`src/rtl/core/fsc_pkg.sv`:
```
// ----------------------------------------------------------------------------
// fsc_pkg
// Shared types and constants for the frustum sphere culler.
// ----------------------------------------------------------------------------
package fsc_pkg;

    localparam int WORD_WIDTH = 32;
    localparam int PB = (WORD_WIDTH > 32) ? 32 : ((WORD_WIDTH < 16) ? 16 : WORD_WIDTH);
    localparam int NPLANE = 6;
    localparam int NWORD = 24;
    localparam int AW = 5;

    localparam logic [0:0] ACT_LOAD = 1'b0;
    localparam logic [0:0] ACT_TEST = 1'b1;

    // Square-root engine handshake.
    typedef struct packed {
        logic        start;
        logic [63:0] radicand;
    } t_sqrt_req;

    typedef struct packed {
        logic        done;
        logic [32:0] root;
    } t_sqrt_rsp;

    function automatic logic signed [PB-1:0] sat_word(input logic signed [65:0] v);
        logic signed [65:0] hi;
        logic signed [65:0] lo;
        begin
            hi = (66'sd1 <<< (PB - 1)) - 66'sd1;
            lo = -hi - 66'sd1;
            if (v > hi) sat_word = hi[PB-1:0];
            else if (v < lo) sat_word = lo[PB-1:0];
            else sat_word = v[PB-1:0];
        end
    endfunction

    function automatic logic signed [63:0] sat_add64(input logic signed [63:0] a,
                                                     input logic signed [63:0] b);
        logic signed [64:0] s;
        begin
            s = {a[63], a} + {b[63], b};
            if (s[64] != s[63]) sat_add64 = s[64] ? {1'b1, 63'd0} : {1'b0, {63{1'b1}}};
            else sat_add64 = s[63:0];
        end
    endfunction

endpackage

```
`src/rtl/core/fsc_div.sv`:
```
// ----------------------------------------------------------------------------
// fsc_div
// Restoring divider: (mag << 16) / len, one quotient bit per cycle, 48 steps.
// ----------------------------------------------------------------------------
module fsc_div (
    input  logic        i_clk,
    input  logic        i_rst_n,
    input  logic        i_start,
    input  logic [31:0] i_mag,
    input  logic [32:0] i_len,
    output logic        o_done,
    output logic [47:0] o_quo
);
    import fsc_pkg::*;

    logic [47:0] r_num;
    logic [33:0] r_rem;
    logic [5:0]  r_cnt;
    logic        r_busy;
    logic        r_done;
    logic [33:0] n_sh;

    assign n_sh = {r_rem[32:0], r_num[47]};

    always_ff @(posedge i_clk) begin
        if (!i_rst_n) begin
            r_busy <= 1'b0;
            r_done <= 1'b0;
        end else begin
            r_done <= 1'b0;
            if (i_start) begin
                r_busy <= 1'b1;
                r_num  <= {i_mag, 16'd0};
                r_rem  <= 34'd0;
                r_cnt  <= 6'd47;
            end else if (r_busy) begin
                if (n_sh >= {1'b0, i_len}) begin
                    r_rem <= n_sh - {1'b0, i_len};
                    r_num <= {r_num[46:0], 1'b1};
                end else begin
                    r_rem <= n_sh;
                    r_num <= {r_num[46:0], 1'b0};
                end
                r_cnt <= r_cnt - 6'd1;
                if (r_cnt == 6'd0) begin
                    r_busy <= 1'b0;
                    r_done <= 1'b1;
                end
            end
        end
    end

    assign o_done = r_done;
    assign o_quo  = r_num;

    a_done_pulse: assert property (@(posedge i_clk) disable iff (!i_rst_n)
        r_done |=> !r_done) else $error("div done held");
    a_done_after_busy: assert property (@(posedge i_clk) disable iff (!i_rst_n)
        $rose(r_done) |-> $past(r_busy)) else $error("div done without work");
    a_rem_bound: assert property (@(posedge i_clk) disable iff (!i_rst_n)
        (r_busy && !i_start && i_len != 33'd0) |-> (r_rem < {1'b0, i_len}))
        else $error("div remainder out of range");

endmodule

```
`config.mk`:
```
export PLATFORM = sky130hd
export DESIGN_NAME = fsc_div
export DESIGN_NICKNAME = d
export VERILOG_FILES = /design/src/rtl/core/fsc_pkg.sv /design/src/rtl/core/fsc_div.sv
export SDC_FILE = /design/constraint.sdc
export NUM_CORES = 1
export LEC_CHECK = 0
export BUFFER_PORTS_ARGS = -buffer_cell sky130_fd_sc_hd__buf_2
export CORE_ASPECT_RATIO = 1.5
export CORE_MARGIN = 5
export CORE_UTILIZATION = 45
export CTS_BUF_LIST = sky130_fd_sc_hd__clkbuf_16
export CTS_CLUSTER_DIAMETER = 50
export DETAILED_ROUTE_END_ITERATION = 10
export PLACE_DENSITY = 0.68
export SLEW_MARGIN = 20
export SYNTH_ARGS = -nofsm -noshare
export SYNTH_HDL_FRONTEND = slang
export SYNTH_SLANG_ARGS = --single-unit
```
`constraint.sdc`:
```
create_clock -name i_clk -period 8.3 [get_ports i_clk]
set_input_delay 2.075 -clock i_clk [delete_from_list [all_inputs] [get_ports i_clk]]
set_output_delay 2.075 -clock i_clk [all_outputs]
set_load 0.005 [all_outputs]
```
* Word-level counts from Yosys, hierarchy flattened
Cells that the tools add are included.
Word-level totals: bits in registers 89, output and inout port bits 49, word-level logic and storage cells 25
Cells by class: add/sub/neg operators 2, $lt $le $gt $ge 1, mux-type cells 10, bitwise operators 2, reductions and logical operators 4
Operators by type and width (count):
- 48-bit 2-to-1 mux | 2
- 33-bit 2-to-1 mux | 2
- 34-bit by 33-bit greater-or-equal comparator with 1-bit output | 1
- 33-bit subtractor | 1
- 6-bit logical NOT | 1
- 6-bit 2-to-1 mux | 1
- 6-bit by 1-bit subtractor with 6-bit output (second input constant) | 1
- 1-bit 2-to-1 mux | 5
- 3-bit OR reduction | 1
- 1-bit NOT | 2
- 2-bit AND reduction | 1
- 2-bit nonzero test | 1

* Depth between registers and ports, before layout
depth after elaboration 4, gate-level depth with buffers 14, gate-level depth less buffers 13

* Least setup slack after synthesis
OpenSTA, ideal clock, no wires.
path kind input -> register, from input i_start, to register r_num[0] (netlist: o_quo[0]), enable pin, arrival 4362 ps, slack 3485 ps, cell stages on the path 2, path buffers 1, cells stage by stage clkbuf_1 -> o21a_1
On the way: longest elaborated chain between the ends 2
Ends and longest elaborated chain:
- start: declaration | RTL line fsc_div.sv:8 | input logic i_start,
- 2-bit nonzero test (no source line)
- 2-bit AND reduction (no source line)
- end signal: assignment | RTL line fsc_div.sv:33 | r_num <= {i_mag, 16'd0};
- end signal: assignment | RTL line fsc_div.sv:39 | r_num <= {r_num[46:0], 1'b1};
- end signal: assignment | RTL line fsc_div.sv:42 | r_num <= {r_num[46:0], 1'b0};
- end: declaration | RTL line fsc_div.sv:16 | logic [47:0] r_num;
No other way between the ends. A chain may end at the register's enable or synchronous reset.

* Worst setup path after layout
from input i_len[15], to register r_rem[8] (data pin)
On the way: longest elaborated chain between the ends 3
Ends and longest elaborated chain:
- start: declaration | RTL line fsc_div.sv:10 | input logic [32:0] i_len,
- 34-bit by 33-bit greater-or-equal comparator with 1-bit output | RTL line fsc_div.sv:37 | if (n_sh >= {1'b0, i_len}) begin
- 33-bit 2-to-1 mux | RTL line fsc_div.sv:37
- 33-bit 2-to-1 mux | RTL line fsc_div.sv:36 | end else if (r_busy) begin
- end signal: assignment | RTL line fsc_div.sv:38 | r_rem <= n_sh - {1'b0, i_len};
- end signal: assignment | RTL line fsc_div.sv:41 | r_rem <= n_sh;
- end: declaration | RTL line fsc_div.sv:17 | logic [33:0] r_rem;
No other way between the ends. The select of a mux whose other input is x is not followed.

==> Implementation_results.wiki <==
{| class="wikitable"
! Metric !! Value
|-
| Clock transition at the registers of the reported paths || 0.07 ns
|-
| Share of async-settable or async-resettable flops after synthesis || 0%
|-
| Post-route fraction of the period consumed by the critical path || 61.5%
|-
| Nets || 754
|-
| Synth top area cells || sky130_fd_sc_hd__edfxtp_1, sky130_fd_sc_hd__ha_1, sky130_fd_sc_hd__mux2_2, sky130_fd_sc_hd__a21oi_1, sky130_fd_sc_hd__xnor2_1
|-
| Number of buffers created by CTS || 9
|-
| Worst IR drop on VDD || approximately 0.00011 V
|-
| Number of flops mapped to enable cells by yosys || 87
|-
| Post-route met1 wirelength || 5410 um
|-
| Slew @ Worst Pin || 0.807 ns
|-
| Relative slew slack || between 40 and 50%
|-
| Layout area overhead || 17.6%
|-
| Most frequently used cell type in the post-synthesis netlist || sky130_fd_sc_hd__edfxtp_1
|-
| Fraction of final layout cells sized beyond drive strength 1 || 26.7%
|-
| Clock Root Buffer || sky130_fd_sc_hd__clkbuf_16
|-
| Total wire length || about 13,000 um
|-
| Syn Nets || 651
|-
| Wire length on met2 || 6510 um
|-
| Met3 wire length || 1020 um
|-
| Total number of vias || 4,423
|-
| Share of the yosys chip area belonging to registers || 46.3%
|-
| Unrepaired setup endpoints after global routing || false
|-
| Worst path required time || 8.38 ns
|-
| Average instance area after synthesis || ~10 um2
|-
| Synth unique cells || 54
|-
| Remaining antenna violation count || 0
|-
| Final critical-path setup slack || between 3 and 4 ns
|-
| Antenna violations before repair || 1
|-
| Via/cell ratio || 5.45
|-
| Kind of end point of the critical path || flop
|-
| Number of remaining DRC errors || 0
|-
| Post-synth top area cell || sky130_fd_sc_hd__edfxtp_1
|-
| Maximum net fanout on the critical path || 22
|-
| Main synth FF type || sky130_fd_sc_hd__edfxtp_1
|-
| Arrival time of the worst setup path || approximately 5.2 ns
|-
| Post-CTS setup repair buffer count || 0
|-
| RePlAce Congestion || 0.878
|-
| Tightest Hold Check Type || flop to flop
|-
| Final Slew Violations || 0
|-
| Leakage || 2.88 nW
|-
| Worst-case setup slack after placement || 2.89 ns
|-
| First-pass GRT wire length || ~22,000 um
|-
| Total negative slack || 0 ns
|-
| Std cell rows || 50
|-
| Maximum level of the CTS H-tree || 3
|-
| Iteration count of the initial detailed-routing pass || 4
|-
| Clock tree from TritonCTS || yes
|-
| Initial cell density of the core || between 40 and 50%
|-
| Worst clock skew on the final layout || 0.00756 ns
|-
| Number of synthesized register bits || 89
|-
| Detail-routed net length per standard cell || around 16 um
|-
| IO buf count || 116
|-
| Synthesis Warnings || 0
|-
| Shortest clock period the worst path allows after layout || 5.10 ns
|-
| Global-route usage over all layers || 18.3%
|-
| Run status || complete, no violations
|-
| Register-to-register setup slack || 4.61 ns
|-
| Core Box Area || around 13,000 um2
|-
| Post_cts resized || 0
|-
| Area share of the largest cell type after synthesis || 45.6%
|-
| Power per Cell Area || 212 nW/um2
|-
| Num Clock Sinks || 89
|-
| DP HPWL || 9770 um
|-
| Antenna diodes || 0
|-
| Congestion Overflow GR || 0
|-
| Source-to-sink clock delay at the later pin of the worst-skew pair || between 0.3 and 0.4 ns
|-
| Pin count of the biggest net entering global routing || 89
|-
| Maximum clock path buffer count || 2
|-
| CP Launch Type || primary input
|-
| Summed instance area of the synthesized netlist || 5720 um2
|-
| Die Wd || 102 um
|-
| Upper clock frequency limit || 0.196 GHz
|-
| Starting DRT DRC Count || roughly 230
|-
| I/O Pins || roughly 120
|-
| Max-cap violations || 0
|-
| Chip Height || 148 um
|-
| Synth top cells by count || sky130_fd_sc_hd__edfxtp_1, sky130_fd_sc_hd__inv_1, sky130_fd_sc_hd__a21oi_1
|-
| Number of instances in the synthesized netlist || approximately 550
|-
| Number of hold violations in the final report || 0
|-
| Hold_buf cts || 0
|-
| Total Die Area || 15,100 um2
|-
| Setup Crit Path Kind || primary input to flop
|-
| Via count of the first global-routing pass || 4,775
|-
| Setup-failing EPs final || 0
|-
| DR top layer || met5
|}
## flip-flops by register name (all words and copies together), names as in the netlist
register  cells
o_quo        48
r_cnt         6
r_busy        1
o_done        1
r_rem        33
## cell type report
type                    instances  area, um2
inverters                      45        169
repair buffers                119        607
clock buffers                   9        225
fillers                      1174       5780
flip-flops and latches         89       2650
well taps                     156        195
clock inverters                 7        109
multi-input cells             386       2780
## power by group
group	internal (W)	switching, W	leakage (nW)
clock	0.000270	0.000190	0.164
sequential	0.000547	0.0000203	0.854
combinational	0.000169	0.000231	1.86
total	0.000986	0.000441	2.88
## per-stage QoR
stage	cell area [um2]	std cells	util [%]	power, W	hold slack [ns]
final	6730	811	53.8	0.00143	0.491
after global routing	6730	811	53.8	0.00151	0.514
after CTS	6730	811	53.8	0.00144	0.494
after global placement	6390	795	51.1	0.000964	0.478
after detailed placement	6390	795	51.1	0.000973	0.484
after floorplan	5720	547	-	0.000876	0.454
## kinds of logic after synthesis
kind of cell | synth area share (%)
flops | 46.3
simple gates | 13.4
fa+ha+maj | 8.00
xor+xnor | 4.90
buf+inv | 5.31
compound gates | 14.0
mux | 8.04
## path summary, 6_finish.rpt
path | from | endpoint | cells after the start
worst max-delay path | i_len[15] | r_rem[8] | 13
worst min-delay path | r_busy | o_done | 1
worst max register to register | r_rem[14] | r_rem[8] | 11
worst min register to register | r_busy | o_done | 1
## critical path, cell delays in order
cell	delay, ns
sky130_fd_sc_hd__buf_2	0.07
sky130_fd_sc_hd__inv_1	0.03
sky130_fd_sc_hd__ha_1	0.34
sky130_fd_sc_hd__and2_1	0.30
sky130_fd_sc_hd__nand3_2	0.11
sky130_fd_sc_hd__or2_1	0.25
sky130_fd_sc_hd__a211oi_2	0.27
sky130_fd_sc_hd__nor2_2	0.11
sky130_fd_sc_hd__o211a_4	0.26
sky130_fd_sc_hd__nor2_2	0.61
sky130_fd_sc_hd__buf_4	0.43
sky130_fd_sc_hd__mux2i_1	0.25
sky130_fd_sc_hd__nor2_1	0.05
## routing by layer
metal  up-vias  track usage, %
li1       2187               -
met1      2050            22.1
met2       154            30.7
met3        30            4.83
met4         2            7.55
met5         -               0
## cell usage in the layout (no fill, tap or decap), types with 2 or more instances in the layout
cell type	n
sky130_fd_sc_hd__xor2_1	11
sky130_fd_sc_hd__nand2_1	36
sky130_fd_sc_hd__bufinv_16	2
sky130_fd_sc_hd__or3_1	4
sky130_fd_sc_hd__nor2_1	37
sky130_fd_sc_hd__o31ai_1	3
sky130_fd_sc_hd__o22ai_1	4
sky130_fd_sc_hd__o21a_1	2
sky130_fd_sc_hd__or2_1	2
sky130_fd_sc_hd__o21bai_1	3
sky130_fd_sc_hd__nand3_1	12
sky130_fd_sc_hd__buf_4	2
sky130_fd_sc_hd__a21oi_1	38
sky130_fd_sc_hd__a211o_1	2
sky130_fd_sc_hd__o211ai_1	7
sky130_fd_sc_hd__dfxtp_1	2
sky130_fd_sc_hd__nand2b_1	10
sky130_fd_sc_hd__nand3b_1	3
sky130_fd_sc_hd__o21ai_0	17
sky130_fd_sc_hd__clkbuf_16	9
sky130_fd_sc_hd__nor3_1	7
sky130_fd_sc_hd__inv_1	45
sky130_fd_sc_hd__a41oi_1	3
sky130_fd_sc_hd__buf_2	116
sky130_fd_sc_hd__and2_1	5
sky130_fd_sc_hd__a31oi_1	2
sky130_fd_sc_hd__and3_1	4
sky130_fd_sc_hd__a211oi_1	11
sky130_fd_sc_hd__o21ai_1	3
sky130_fd_sc_hd__inv_8	2
sky130_fd_sc_hd__clkinv_4	2
sky130_fd_sc_hd__xnor2_1	21
sky130_fd_sc_hd__a21o_1	16
sky130_fd_sc_hd__edfxtp_1	87
sky130_fd_sc_hd__mux2_2	32
sky130_fd_sc_hd__nand4_1	8
sky130_fd_sc_hd__mux2i_1	10
sky130_fd_sc_hd__nor2b_1	20
sky130_fd_sc_hd__nor2_2	2
sky130_fd_sc_hd__ha_1	35
Note: power is estimated with default switching activity, not from simulation.
