==> config.mk <==
export PLATFORM = sky130hd
export DESIGN_NAME = fsc_sqrt
export DESIGN_NICKNAME = d
export VERILOG_FILES = /design/src/rtl/core/fsc_pkg.sv /design/src/rtl/core/fsc_sqrt.sv
export SDC_FILE = /design/constraint.sdc
export NUM_CORES = 1
export LEC_CHECK = 0
export BUFFER_PORTS_ARGS = -buffer_cell sky130_fd_sc_hd__buf_2
export CAP_MARGIN = 20
export CORE_MARGIN = 10
export CORE_UTILIZATION = 45
export DETAILED_ROUTE_END_ITERATION = 10
export HOLD_SLACK_MARGIN = 0.05
export PLACE_DENSITY_LB_ADDON = 0.3
export SETUP_SLACK_MARGIN = 0.4
export SYNTH_ARGS = -nofsm -noshare
export SYNTH_HDL_FRONTEND = slang
export SYNTH_SLANG_ARGS = --single-unit
==> constraint.sdc <==
create_clock -name i_clk -period 19.74 [get_ports i_clk]
set_input_delay 2.961 -clock i_clk [delete_from_list [all_inputs] [get_ports i_clk]]
set_output_delay 2.961 -clock i_clk [all_outputs]
set_load 0.01 [all_outputs]
==> src/rtl/core/fsc_pkg.sv <==
// ----------------------------------------------------------------------------
// fsc_pkg
// Shared types and constants for the frustum sphere culler.
// ----------------------------------------------------------------------------
package fsc_pkg;

    localparam int WORD_WIDTH = 32;
    localparam int PB = (WORD_WIDTH > 32) ? 32 : ((WORD_WIDTH < 16) ? 16 : WORD_WIDTH);
    localparam int NPLANE = 6;
    localparam int NWORD = 24;
    localparam int AW = 5;

    localparam logic [0:0] ACT_LOAD = 1'b0;
    localparam logic [0:0] ACT_TEST = 1'b1;

    // Square-root engine handshake.
    typedef struct packed {
        logic        start;
        logic [63:0] radicand;
    } t_sqrt_req;

    typedef struct packed {
        logic        done;
        logic [32:0] root;
    } t_sqrt_rsp;

    function automatic logic signed [PB-1:0] sat_word(input logic signed [65:0] v);
        logic signed [65:0] hi;
        logic signed [65:0] lo;
        begin
            hi = (66'sd1 <<< (PB - 1)) - 66'sd1;
            lo = -hi - 66'sd1;
            if (v > hi) sat_word = hi[PB-1:0];
            else if (v < lo) sat_word = lo[PB-1:0];
            else sat_word = v[PB-1:0];
        end
    endfunction

    function automatic logic signed [63:0] sat_add64(input logic signed [63:0] a,
                                                     input logic signed [63:0] b);
        logic signed [64:0] s;
        begin
            s = {a[63], a} + {b[63], b};
            if (s[64] != s[63]) sat_add64 = s[64] ? {1'b1, 63'd0} : {1'b0, {63{1'b1}}};
            else sat_add64 = s[63:0];
        end
    endfunction

endpackage

==> src/rtl/core/fsc_sqrt.sv <==
// ----------------------------------------------------------------------------
// fsc_sqrt
// Bit-pair iterative integer square root of a 64-bit radicand, 32 steps.
// ----------------------------------------------------------------------------
module fsc_sqrt (
    input  logic               i_clk,
    input  logic               i_rst_n,
    input  fsc_pkg::t_sqrt_req i_req,
    output fsc_pkg::t_sqrt_rsp o_rsp
);
    import fsc_pkg::*;

    logic [63:0] r_rem;
    logic [63:0] r_res;
    logic [63:0] r_bit;
    logic        r_busy;
    logic        r_done;
    logic [63:0] n_trial;

    assign n_trial = r_res + r_bit;

    always_ff @(posedge i_clk) begin
        if (!i_rst_n) begin
            r_busy <= 1'b0;
            r_done <= 1'b0;
        end else begin
            r_done <= 1'b0;
            if (i_req.start) begin
                r_busy <= 1'b1;
                r_rem  <= i_req.radicand;
                r_res  <= 64'd0;
                r_bit  <= 64'd1 << 62;
            end else if (r_busy) begin
                if (r_rem >= n_trial) begin
                    r_rem <= r_rem - n_trial;
                    r_res <= (r_res >> 1) + r_bit;
                end else begin
                    r_res <= r_res >> 1;
                end
                r_bit <= r_bit >> 2;
                if (r_bit[0]) begin
                    r_busy <= 1'b0;
                    r_done <= 1'b1;
                end
            end
        end
    end

    assign o_rsp.done = r_done;
    assign o_rsp.root = r_res[32:0];

    a_done_pulse: assert property (@(posedge i_clk) disable iff (!i_rst_n)
        r_done |=> !r_done) else $error("sqrt done held");
    a_done_after_busy: assert property (@(posedge i_clk) disable iff (!i_rst_n)
        $rose(r_done) |-> $past(r_busy)) else $error("sqrt done without work");
    a_idle_after: assert property (@(posedge i_clk) disable iff (!i_rst_n)
        r_done |-> !r_busy) else $error("sqrt busy at done");

endmodule

# --- Yosys cells after proc, flatten, opt, wreduce, memory -nomap -nowiden ---
# Index checks and enable logic that the tools add are counted.
totals:
  out_inout_bits: 34
  input_bits: 67
  reg_bits: 162
  wordCells: 26
op_classes:
  n_mux: 10
  n_reduce_logical: 5
  bitwise_logic: 2
  add_sub_neg: 3
  n_lt_le_gt_ge: 1
op_table:
  columns: ["op", "n"]
  rows:
  - ["2-to-1 mux 64 bit", 5]
  - ["adder 63 x 63 -> 64 bit", 1]
  - ["adder 64 x 63 -> 64 bit", 1]
  - ["greater-or-equal comparator 64 bit", 1]
  - ["subtractor 64 bit", 1]
  - ["2-to-1 mux 63 bit", 1]
  - ["2-to-1 mux 1 bit", 4]
  - ["nonzero test 2 bit", 2]
  - ["AND reduction 3 bit", 1]
  - ["OR reduction 3 bit", 1]
  - ["NOT 1 bit", 2]
  - ["AND reduction 2 bit", 1]

# --- Longest topological paths before layout ---
# Gate-level depths: netlist of run 1.
depth:
  ltp_word: 5
  mapped_depth: 25
  mapped_depth_nobuf: 21

# --- Worst setup path before layout of run 1 ---
# Ideal clock, no wire load.
synth_path:
  kind: "input to register"
  start: "input port i_req[64] (netlist bit)"
  end: "register r_rem[0] (enable)"
  n_path_buf: 2
  setup_ns: 0.583
  required_time_ns: 19.157
  arrival_ns: 10.572
  path_slack_ns: 8.585
  cell_stages: 4
  cell_sequence: "clkbuf_1 -> clkbuf_1 -> o21a_1 -> a21boi_0"
synth_via:
  elab_chain_cells: 2
  elab_cells_between_ends: 3
  cone_classes: "reduce/logical (3)"
synth_rtl:
  columns: ["item", "line", "rtl"]
  rows:
  - ["start, declared", "fsc_sqrt.sv:8", "input fsc_pkg::t_sqrt_req i_req,"]
  - ["nonzero test 2 bit (no source line)", null, null]
  - ["AND reduction 3 bit (no source line) *", null, null]
  - ["end signal, assigned", "fsc_sqrt.sv:30", "r_rem <= i_req.radicand;"]
  - ["end signal, assigned", "fsc_sqrt.sv:35", "r_rem <= r_rem - n_trial;"]
  - ["end, declared", "fsc_sqrt.sv:13", "logic [63:0] r_rem;"]
# Every way passes the cells marked *; elsewhere a longest branch is shown, timed or not.
# A chain may end at the register's enable or synchronous reset.

# --- Worst setup path in the final report of run 1 ---
layout_path:
  start: "register r_res[2]"
  end: "register r_rem[9] (enable)"
layout_via:
  elab_chain_cells: 4
layout_rtl:
  columns: ["item", "line", "rtl"]
  rows:
  - ["start, declared", "fsc_sqrt.sv:14", "logic [63:0] r_res;"]
  - ["start signal, assigned", "fsc_sqrt.sv:36", "r_res <= (r_res >> 1) + r_bit;"]
  - ["start signal, assigned", "fsc_sqrt.sv:38", "r_res <= r_res >> 1;"]
  - ["adder 64 x 63 -> 64 bit", "fsc_sqrt.sv:20", "assign n_trial = r_res + r_bit;"]
  - ["greater-or-equal comparator 64 bit", "fsc_sqrt.sv:34", "if (r_rem >= n_trial) begin"]
  - ["nonzero test 2 bit (no source line)", null, null]
  - ["AND reduction 3 bit (no source line)", null, null]
# No other way between the ends.

==> key figures, run 1 <==
Timing
  • Fmax achieved: 143 MHz
  • Worst slack on hold paths: 0.503 ns
  • Sum of negative setup slack: 0 ns
  • Final setup viols: 0
  • Worst Tran Pin Value: 0.943 ns
  • Final Hold Viols: 0
  • Crit share post-route: 35.3%
  • Final setup margin: 12.77 ns
  • Unrepaired setup endpoints after global routing: no
  • Clock skew: 0.00911 ns
  • Max-slew headroom: 37.1%
  • Post-layout min period: 6.97 ns
  • Pins over their slew limit: 0

Placement
  • Final weighted congestion in routability-driven placement: 0.946
  • Instance count after placement with tap cells included: 2336
  • Area post-placement: 16500 µm²
  • Worst slack at placement: 12.95 ns
  • I/O Buffers: 100
  • DP Wirelength: 36.3 mm

Route
  • Initial DRT Pass Iterations: 6
  • Post-route antenna net violation count: 0
  • Count of unresolved DRC violations after routing: 0
  • Via count normalized by instance count: 6.20
  • Total number of vias: 14700
  • Routed wire length per instance: 20.1 µm
  • Routed wire length: 47.6 mm
  • Violation count after the first detailed-route iteration: 1169

Logic synthesis
  • Library cell with the largest summed area after synthesis: edfxtp_1
  • Synthesized cell area: 16000 µm²
  • Number of enable flip-flop cells after synthesis: 160
  • Portion of the post-synthesis area used by sequential elements: 30.3%
  • Post-synthesis area per instance: 8.46 µm²
  • Number of different library cells in the post-synthesis netlist: 82
  • Synthesis warning total: 0
  • Fraction of synthesized cell area taken by the top area cell type: 30.1%
  • Synthesized flop and latch total: 162
  • Syn Inst Count: 1889
  • Async set-reset flop share out of synthesis: 0%
  • Commonest cells in the synthesized netlist: nand2_1 (206), nor2_1 (168), edfxtp_1 (160), o21ai_0 (156), ha_1 (130)
  • Most used standard cell by instance count after synthesis: nand2_1
  • Synthesized Nets: 2087
  • Most area-consuming cells after synthesis: edfxtp_1 (30%), ha_1 (10%), xor2_1 (4.9%), o21ai_0 (4.9%), nand2_1 (4.8%)
  • Leading register cell type out of synthesis: edfxtp_1

Global routing
  • Initial antenna violation count: 0
  • Global-route wire length before repair: 75.3 mm
  • Met1 GRT Util: 25.7%
  • Pin count of the biggest net entering global routing: 77
  • Met3 usage: 3.03%
  • Global Route Usage Sum: 21.0%
  • Via count of the first global-routing pass: 14100
  • Final global-route overflow total: 0
  • GR Util met2: 37.4%
  • Gr busiest metal: met2

Final layout
  • Share of final-layout standard cells stronger than drive strength 1: 10.0%
  • Antenna diode count: 0
  • Relative area change from synthesis to final layout: 7.15%
  • Post-Layout Inst Area: 17100 µm²
  • Count of non-filler cells in the finished layout: 2368
  • Number of nets in the finished design: 2098

Floorplan
  • Boundary pin count: 101
  • Die span in x: 208 µm
  • Initial Utilization: 45.9%
  • Die extent in y: 208 µm
  • Area enclosed by the die boundary: 43400 µm²
  • Area of the placeable core: 34800 µm²
  • Count of standard-cell rows: 68

Clocking
  • CTS HTree Levels: 4
  • Clk pin slew, worst setup/hold paths: 0.08 ns
  • Post-CTS setup buffer count: 0
  • Number of sinks on the clock net: 162
  • Total clock buffers created by CTS: 17
  • TritonCTS clock tree: built
  • Clock buffer depth: 2
  • Root cell of the clock tree: clkbuf_16
  • Cts-stage hold buffer count: 0
  • Clock insertion delay at the later pin of the skew report: 0.47 ns
  • Post-cts gate resize count: 0

Power and ir drop
  • Logic gate share of total power: 46.0%
  • Clock network fraction of total power: 23.2%
  • Sequential fraction of design power: 30.8%
  • Internal Power: 0.000901 W
  • Net Sw Frac: 41.6%
  • Reported net switching power: 0.000642 W
  • Worst IR Drop VDD: 0.0639 mV
  • Pwr/cell area: 90.1 nW/µm²
  • Standby leakage power: 6.49 nW

Hold path
  • Worst min path class: reg2reg

Critical path
  • Type of the worst setup path: reg2reg
  • Crit start category: flip-flop
  • Longest individual stage delay on the worst path: 0.54 ns
  • Worst-path cell chain: ha_1, a31o_2, a31oi_1, nor4b_1, o21ai_0, a21oi_1, o211ai_1, o31ai_1, a21boi_0, xor2_1, ha_1, a21oi_1, o21bai_1, a21oi_1, o21ai_0, a221o_1, a221o_1, buf_4, nor2_2, buf_4, a21boi_4, buf_4
  • WP data arrival: 7.05 ns
  • Crit. End Element: flip-flop
  • Data required, critical path: 19.82 ns
  • Standard cell with the maximum stage delay on the critical path: nor4b_1
  • Crit-path max FO: 64

Outcome
  • Result of the run: completed

Flow run
  • Max-capacitance violation count: 0
-- sequential cells by signal, indices dropped and copies added (netlist names) --
| register | count |
|---|---|
| r_busy | 1 |
| r_bit | 32 |
| r_done | 1 |
| r_res | 64 |
| r_rem | 64 |
-- placed cells by master (no fill, tap or decap), types with 42 or more instances in the layout --
cell type	instances
a21o_1	45
a21oi_1	118
edfxtp_1	160
o21bai_1	48
a31oi_1	59
nand2_1	206
ha_1	130
nor2b_1	49
buf_2	99
xnor2_1	69
o21ai_0	156
xor2_1	90
nor2_1	168
nand4_1	48
nor3_1	42
-- final timing paths --
check	from	endpoint	slack, ns	cells after the start
worst max register to register	r_res[2]$_SDFFCE_PP0P_	r_rem[9]$_DFFE_PP_	12.77	22
worst max-delay path	r_res[2]$_SDFFCE_PP0P_	r_rem[9]$_DFFE_PP_	12.77	22
worst min register to register	r_busy$_SDFF_PN0_	r_done$_SDFF_PP0_	0.50	1
worst min-delay path	r_busy$_SDFF_PN0_	r_done$_SDFF_PP0_	0.50	1
-- worst max-delay path: cells and delay by family (launching register included) --
kind	cells	cell delay, ns
AO/OA/AOI/OAI	14	3.23
adder cells (fa/ha/maj)	2	0.82
XOR/XNOR	1	0.19
flip-flops	1	0.48
buffers and inverters	3	0.96
AND/OR/NAND/NOR	2	0.78
-- kinds of logic (layout without fill, tap and decap cells) --
logic type | count (synthesis) | after routing | synth area share, %
XOR/XNOR | 159 | 159 | 8.72
buffers and inverters | 157 | 181 | 4.78
multiplexers | 5 | 5 | 0.345
AO/OA/AOI/OAI | 617 | 617 | 25.9
adder cells (fa/ha/maj) | 131 | 131 | 10.3
AND/OR/NAND/NOR | 658 | 658 | 19.6
flip-flops | 162 | 162 | 30.3
-- power by group through the flow --
stage	Clock, W	Sequential, W	Combinational, W
6_report	0.000358	0.000476	0.000709
5_1_grt	0.000375	0.000480	0.000783
4_1_cts	0.000360	0.000475	0.000703
3_5_place_dp	0	0.000482	0.000697
3_3_place_gp	0	0.000482	0.000691
2_1_floorplan	0	0.000466	0.000553
-- layer usage --
metal  vias up  routed length [µm]
met1      7050               20200
met3        63                2620
met5         -                   0
met4         0                 927
li1       7063                   -
met2       496               23800
-- area by class of cell --
type / count / area [µm²]
clock buffers: 20 / 447
flip-flops and latches: 162 / 4840
inverters: 40 / 150
well taps: 455 / 569
clock inverters: 12 / 146
repair buffers: 109 / 574
fillers: 3366 / 17700
multi-input cells: 1570 / 10400
-- through the flow --
step,util (%),power [W]
floorplan,-,0.00102
global placement,47.5,0.00117
detailed placement,47.5,0.00118
CTS,49.2,0.00154
global route,49.2,0.00164
finish,49.2,0.00154
Power figures use the tool's default switching activity.
==> inputs of run 2 (changes only) <==
clock period = 5.7 ns   (was 19.74 ns; I/O delays follow)
==> run 2 against run 1 <==
Against the previous run:
- power rose to 3.7 times the previous value
- critical path depth is 3 lower
- combinational power increased to 4.1 times the previous value
- sequential cell count did not move
- cell area is 11% higher
- critical endpoint is now r_res[10]$_SDFFCE_PP0P_
- largest cell class unchanged
==> key figures, run 2 (synthesis results as in run 1) <==
Final layout
  • Relative area change from synthesis to final layout: 18.7%
  • Count of non-filler cells in the finished layout: 2492
  • Most common cell after layout, fill and taps aside: nand2_1
  • Share of final-layout standard cells stronger than drive strength 1: 20.2%
  • Most frequent cells in the layout: nand2_1 (202), edfxtp_1 (160), nor2_1 (148), o21ai_0 (136), ha_1 (115)
  • Largest regs: r_rem x64, r_res x64, r_bit x32
  • Core Util, Final: 54.5%
  • Number of nets in the finished design: 2221

Route
  • Total number of vias: 15300
  • Routed wire length per instance: 20.2 µm
  • Via count normalized by instance count: 6.15
  • Initial DRT Pass Iterations: 5
  • Routed wire length: 50.3 mm
  • Post-route antenna net violation count: 0
  • Violation count after the first detailed-route iteration: 1086
  • Count of unresolved DRC violations after routing: 0

Critical path
  • Type of the worst setup path: reg2reg
  • Crit-path max FO: 35
  • Worst-path cell chain: ha_4, a31o_1, o21bai_4, a22o_1, or3_4, o31a_1, o2111ai_2, a21oi_2, buf_4, o21a_1, a311oi_2, ha_1, and3_1, a221o_1, a221o_2, or2_4, buf_12, nor2_4, a211oi_2
  • Count of buffering cells on the critical path with inverters included: 2
  • Longest individual stage delay on the worst path: 0.47 ns
  • Data required, critical path: 5.87 ns
  • Kind of cell adding the most delay to the critical path: compound AO/OA/AOI/OAI gates
  • Standard cell with the maximum stage delay on the critical path: a221o_2
  • Crit. End Element: flip-flop
  • WP data arrival: 5.53 ns
  • Crit start category: flip-flop

Power and ir drop
  • Pwr/cell area: 305 nW/µm²
  • Reported net switching power: 0.00233 W
  • Net Sw Frac: 40.3%
  • Worst IR Drop VDD: 0.225 mV
  • Logic gate share of total power: 50.4%
  • Clock network fraction of total power: 21.6%
  • Standby leakage power: 7.30 nW
  • Power, Total: 0.00578 W
  • Internal Power: 0.00345 W
  • Sequential fraction of design power: 28.1%

Clocking
  • Clk pin slew, worst setup/hold paths: 0.07 ns
  • Clock buffer depth: 2
  • Number of sinks on the clock net: 162
  • Cts-stage hold buffer count: 0
  • TritonCTS clock tree: built
  • Root cell of the clock tree: clkbuf_16
  • Clock insertion delay at the later pin of the skew report: 0.46 ns
  • CTS HTree Levels: 4
  • Total clock buffers created by CTS: 17

Timing
  • Max-slew headroom: 42.5%
  • Crit share post-route: 94.0%
  • Pins over their slew limit: 0
  • Fmax achieved: 187 MHz
  • Post-layout min period: 5.36 ns
  • Sum of negative setup slack: 0 ns
  • Unrepaired setup endpoints after global routing: yes
  • Clock skew: 0.0141 ns
  • Worst Tran Pin Value: 0.858 ns
  • Final setup viols: 0
  • Final Hold Viols: 0

Floorplan
  • Die span in x: 208 µm
  • Area enclosed by the die boundary: 43400 µm²
  • Area of the placeable core: 34800 µm²
  • Boundary pin count: 101
  • Count of standard-cell rows: 68
  • Die extent in y: 208 µm
  • Initial Utilization: 45.9%

Global routing
  • Final global-route overflow total: 0
  • Initial antenna violation count: 0
  • Via count of the first global-routing pass: 14900
  • Global Route Usage Sum: 22.1%
  • Global-route wire length before repair: 79.3 mm
  • Pin count of the biggest net entering global routing: 118

Placement
  • Instance count after placement with tap cells included: 2416
  • I/O Buffers: 100
  • DP Wirelength: 37.8 mm
  • Final weighted congestion in routability-driven placement: 0.932

Hold path
  • Worst min path class: reg2reg

Outcome
  • Result of the run: completed

Flow run
  • Max-capacitance violation count: 0
-- run 2: cell types whose count changed in the layout (fill, tap and decap cells not counted), moves of 8 or more --
cell / before / now
o21ai_0: 156 / 136
nor2_2: 2 / 19
a21oi_1: 118 / 109
buf_4: 9 / 114
a31oi_1: 59 / 51
o21ai_1: 5 / 18
ha_4: 0 / 11
ha_1: 130 / 115
nor2_1: 168 / 148
-- run 2: what timing repair did --
action | CTS | global route
setup endpoints to repair | 140 | 149
hold endpoints to repair | 0 | 0
resized for setup | 48 | 91
pin swaps | 26 | 36
cloned | 3 | 4
setup buffers | 16 | 20
-- run 2: layout make-up --
type | instances | area (µm²)
Antenna cell | 1 | 2.50
Clock buffer | 21 | 460
Clock inverter | 11 | 154
Fill cell | 3191 | 15800
Inverter | 40 | 150
Multi-Input combinational cell | 1570 | 11000
Sequential cell | 162 | 4840
Tap cell | 455 | 569
Timing Repair Buffer | 232 | 1740
-- run 2: worst paths after layout --
kind	start	endpoint	slack [ns]	depth (start not counted)
min reg2reg	r_busy$_SDFF_PN0_	r_done$_SDFF_PP0_	0.50	1
max	r_res[22]$_SDFFCE_PP0P_	r_res[10]$_SDFFCE_PP0P_	0.34	19
min	r_busy$_SDFF_PN0_	r_done$_SDFF_PP0_	0.50	1
max reg2reg	r_res[22]$_SDFFCE_PP0P_	r_res[10]$_SDFFCE_PP0P_	0.34	19
-- run 2: worst reg2reg max path, cell delays in order, from the launching register on --
cell	delay [ns]
edfxtp_1	0.45
ha_4	0.28
a31o_1	0.19
o21bai_4	0.18
a22o_1	0.23
or3_4	0.39
o31a_1	0.36
o2111ai_2	0.25
a21oi_2	0.13
buf_4	0.17
o21a_1	0.20
a311oi_2	0.25
ha_1	0.29
and3_1	0.21
a221o_1	0.36
a221o_2	0.47
or2_4	0.29
buf_12	0.19
nor2_4	0.15
a211oi_2	0.05
-- run 2: metrics by stage --
stage	hold slack (ns)	worst slack, ns	instance area (µm²)
2_1_floorplan	0.454	-3.73	16100
3_3_place_gp	0.489	0.121	17300
3_5_place_dp	0.487	-0.00890	17300
4_1_cts	0.506	0.410	18400
5_1_grt	0.533	0.134	19000
6_report	0.503	0.340	19000
-- run 2: metal layers --
layer / global-route usage [%] / up-vias / share of wire, %
li1: - / 7333 / -
met1: 26.8 / 7388 / 42
met2: 39.4 / 518 / 51
met3: 2.97 / 75 / 4.9
met4: 7.22 / 0 / 2.5
met5: 0 / - / 0
-- run 2: power by group through the flow --
stage | clock network (W) | registers, W | logic, W
after CTS | 0.00126 | 0.00162 | 0.00273
final | 0.00125 | 0.00162 | 0.00291
after global routing | 0.00131 | 0.00163 | 0.00319
after detailed placement | 0 | 0.00164 | 0.00261
after global placement | 0 | 0.00164 | 0.00257
after floorplan | 0 | 0.00162 | 0.00195
==> inputs of run 3 (changes only) <==
ABC_AREA = 1   (was not set)
==> run 3 against run 2 <==
Against the previous run:
- fmax grew 6.6%
- count of clock-buffer cells in the layout shrank 2
- worst hold slack gained 0.0093 ns
- largest cell class unchanged
- highest routed layer unchanged
==> key figures, run 3 <==
Outcome
  • Result of the run: completed

Critical path
  • Crit start category: flip-flop
  • Data required, critical path: 5.88 ns
  • Standard cell with the maximum stage delay on the critical path: o21ai_0
  • Critical Path Sink: r_rem[3]$_DFFE_PP_
  • Launch point of the critical path: r_res[24]$_SDFFCE_PP0P_
  • Worst-path cell chain: ha_1, nand2_1, inv_1, nand2_1, nor2_1, nand2_1, o21ai_0, xnor2_1, ha_1, nand2_1, nor2_1, nand2_1, nor2_2, nand4_1, nand3_2, nand2_2, nand2_2, o21ai_0, inv_2, buf_12
  • Crit-path max FO: 29
  • R2R Setup Slk: 0.67 ns
  • Cell repeated most along the worst path: nand2_1
  • Register-to-Register Path Depth: 20
  • Reg-to-reg endpoint: r_rem[3]$_DFFE_PP_
  • WP data arrival: 5.21 ns
  • Longest individual stage delay on the worst path: 0.73 ns
  • Critical register-to-register path startpoint: r_res[24]$_SDFFCE_PP0P_
  • Type of the worst setup path: reg2reg
  • Crit. End Element: flip-flop

Global routing
  • Final global-route overflow total: 0
  • Pin count of the biggest net entering global routing: 98
  • Global-route wire length before repair: 111 mm
  • Via count of the first global-routing pass: 20400
  • Global Route Usage Sum: 26.4%
  • Initial antenna violation count: 0

Logic synthesis
  • Async set-reset flop share out of synthesis: 0%
  • Commonest cells in the synthesized netlist: nand2_1 (1404), inv_1 (582), nor2_1 (340), nand3_1 (221), edfxtp_1 (160)
  • Number of different library cells in the post-synthesis netlist: 45
  • Post-synthesis area per instance: 5.84 µm²
  • Synthesized flop and latch total: 162
  • Synthesized Nets: 3689
  • Number of enable flip-flop cells after synthesis: 160
  • Leading register cell type out of synthesis: edfxtp_1
  • Synthesis warning total: 0
  • Fraction of synthesized cell area taken by the top area cell type: 25.9%
  • Most used standard cell by instance count after synthesis: nand2_1
  • Synthesized cell area: 20400 µm²
  • Portion of the post-synthesis area used by sequential elements: 23.8%
  • Syn Inst Count: 3491
  • Most area-consuming cells after synthesis: nand2_1 (26%), edfxtp_1 (24%), inv_1 (11%), ha_1 (8.0%), nor2_1 (6.3%)
  • Library cell with the largest summed area after synthesis: nand2_1

Power and ir drop
  • Reported net switching power: 0.00298 W
  • Net Sw Frac: 48.0%
  • Pwr/cell area: 284 nW/µm²
  • Logic gate share of total power: 53.0%
  • Worst IR Drop VDD: 0.195 mV
  • Internal Power: 0.00323 W
  • Standby leakage power: 11.5 nW
  • Sequential fraction of design power: 27.7%
  • Clock network fraction of total power: 19.3%

Final layout
  • Relative area change from synthesis to final layout: 7.54%
  • Share of final-layout standard cells stronger than drive strength 1: 5.42%
  • Most common cell after layout, fill and taps aside: nand2_1
  • Filler cells: 4806
  • Number of nets in the finished design: 3747
  • Core Util, Final: 49.2%
  • Most frequent cells in the layout: nand2_1 (1404), inv_1 (581), nor2_1 (340), nand3_1 (221), edfxtp_1 (160)
  • Antenna diode count: 0
  • Largest regs: r_rem x64, r_res x64, r_bit x32

Clocking
  • Clock buffer depth: 2
  • Number of sinks on the clock net: 162
  • Clk pin slew, worst setup/hold paths: 0.07 ns
  • Root cell of the clock tree: clkbuf_16
  • TritonCTS clock tree: built
  • Cts-stage hold buffer count: 0
  • Total clock buffers created by CTS: 17
  • CTS HTree Levels: 4
  • Clock insertion delay at the later pin of the skew report: 0.49 ns

Route
  • Via count normalized by instance count: 5.26
  • Total number of vias: 21800
  • Count of unresolved DRC violations after routing: 0
  • Initial DRT Pass Iterations: 6
  • Routed wire length: 72.5 mm
  • Routed wire length per instance: 17.4 µm
  • Violation count after the first detailed-route iteration: 2198
  • Post-route antenna net violation count: 0

Flow run
  • Max-capacitance violation count: 0

Floorplan
  • Area enclosed by the die boundary: 54200 µm²
  • Area of the placeable core: 44500 µm²
  • Initial Utilization: 45.8%
  • Boundary pin count: 101
  • Die span in x: 233 µm
  • Count of standard-cell rows: 77
  • Die extent in y: 233 µm

Placement
  • DP Wirelength: 60.1 mm
  • Final weighted congestion in routability-driven placement: 1.01
  • I/O Buffers: 100

Timing
  • Final Hold Viols: 0
  • Crit share post-route: 88.2%
  • Pins over their slew limit: 0
  • Sum of negative setup slack: 0 ns
  • Max-slew headroom: 36.9%
  • Post-layout min period: 5.03 ns
  • Worst Tran Pin Value: 0.946 ns
  • Fmax achieved: 199 MHz
  • Final setup viols: 0
  • Clock skew: 0.0158 ns
  • Unrepaired setup endpoints after global routing: no

Hold path
  • Worst min path class: reg2reg
  • Cell count of the worst hold path: 2
==> run 3: power groups by stage <==
stage                     clock [W]  sequential (W)  combinational (W)
final                       0.00120         0.00172            0.00329
after global routing        0.00125         0.00174            0.00370
after CTS                   0.00120         0.00171            0.00323
after detailed placement          0         0.00174            0.00321
after global placement            0         0.00174            0.00318
after floorplan                   0         0.00164            0.00242
==> run 3: worst min-delay path by stage <==
stage	from	end	slack [ns]
4_1_cts	r_busy$_SDFF_PN0_	r_done$_SDFF_PP0_	0.52
3_5_place_dp	r_busy$_SDFF_PN0_	r_done$_SDFF_PP0_	0.51
3_3_place_gp	r_busy$_SDFF_PN0_	r_done$_SDFF_PP0_	0.50
6_report	r_busy$_SDFF_PN0_	r_done$_SDFF_PP0_	0.51
2_1_floorplan	r_busy$_SDFF_PN0_	r_done$_SDFF_PP0_	0.48
5_1_grt	r_busy$_SDFF_PN0_	r_done$_SDFF_PP0_	0.54
==> run 3: cells by family after synthesis <==
group	share of synthesized area, %
xor gates and xnor gates	4.47
and+or+nand+nor	42.3
adders and majority gates	8.08
DFF	23.8
buffers and inverters	13.1
AOI/OAI and AO/OA	8.33
==> run 3: cell type report <==
class                   count  area, µm²  share of cell area (%)
inverters                 585       2200                    10.0
multi-input cells        2669      12900                    58.8
well taps                 592        741                    3.38
flip-flops and latches    162       4840                    22.1
repair buffers            114        671                    3.06
clock buffers              19        433                    1.98
clock inverters            13        145                   0.663
==> run 3: stage by stage <==
| step | std cells | hold WS, ns | setup WS [ns] | area, µm² | total power (W) |
|---|---|---|---|---|---|
| final | 4154 | 0.513 | 0.673 | 21900 | 0.00621 |
| after detailed placement | 4118 | 0.507 | 0.623 | 21300 | 0.00495 |
| after global routing | 4154 | 0.535 | 0.433 | 21900 | 0.00668 |
| after global placement | 4118 | 0.496 | 0.651 | 21300 | 0.00492 |
| after CTS | 4150 | 0.517 | 0.579 | 21900 | 0.00614 |
| after floorplan | 3491 | 0.481 | 0.753 | 20400 | 0.00406 |
==> run 3: per-layer routing <==
| metal | wire length, µm | share of wire, % | GRT usage [%] |
|---|---|---|---|
| met2 | 33200 | 46 | 43.7 |
| met3 | 5260 | 7.3 | 3.25 |
| met4 | 2920 | 4.0 | 10.8 |
| met1 | 31100 | 43 | 34.3 |
| met5 | 0 | 0 | 0 |
==> run 3: what timing repair did <==
item | in CTS | in global routing
buffers inserted | 0 | 4
endpoints found under the setup margin | 0 | 115
resized for setup | 0 | 1
==> run 3: worst max-delay path, delay by kind of cell, from the launching register on <==
kind,cells,cell delay [ns]
fa+ha+maj,2,0.90
buf+inv,3,0.50
compound gates,2,0.83
simple gates,12,1.73
xor+xnor,1,0.16
flops,1,0.57
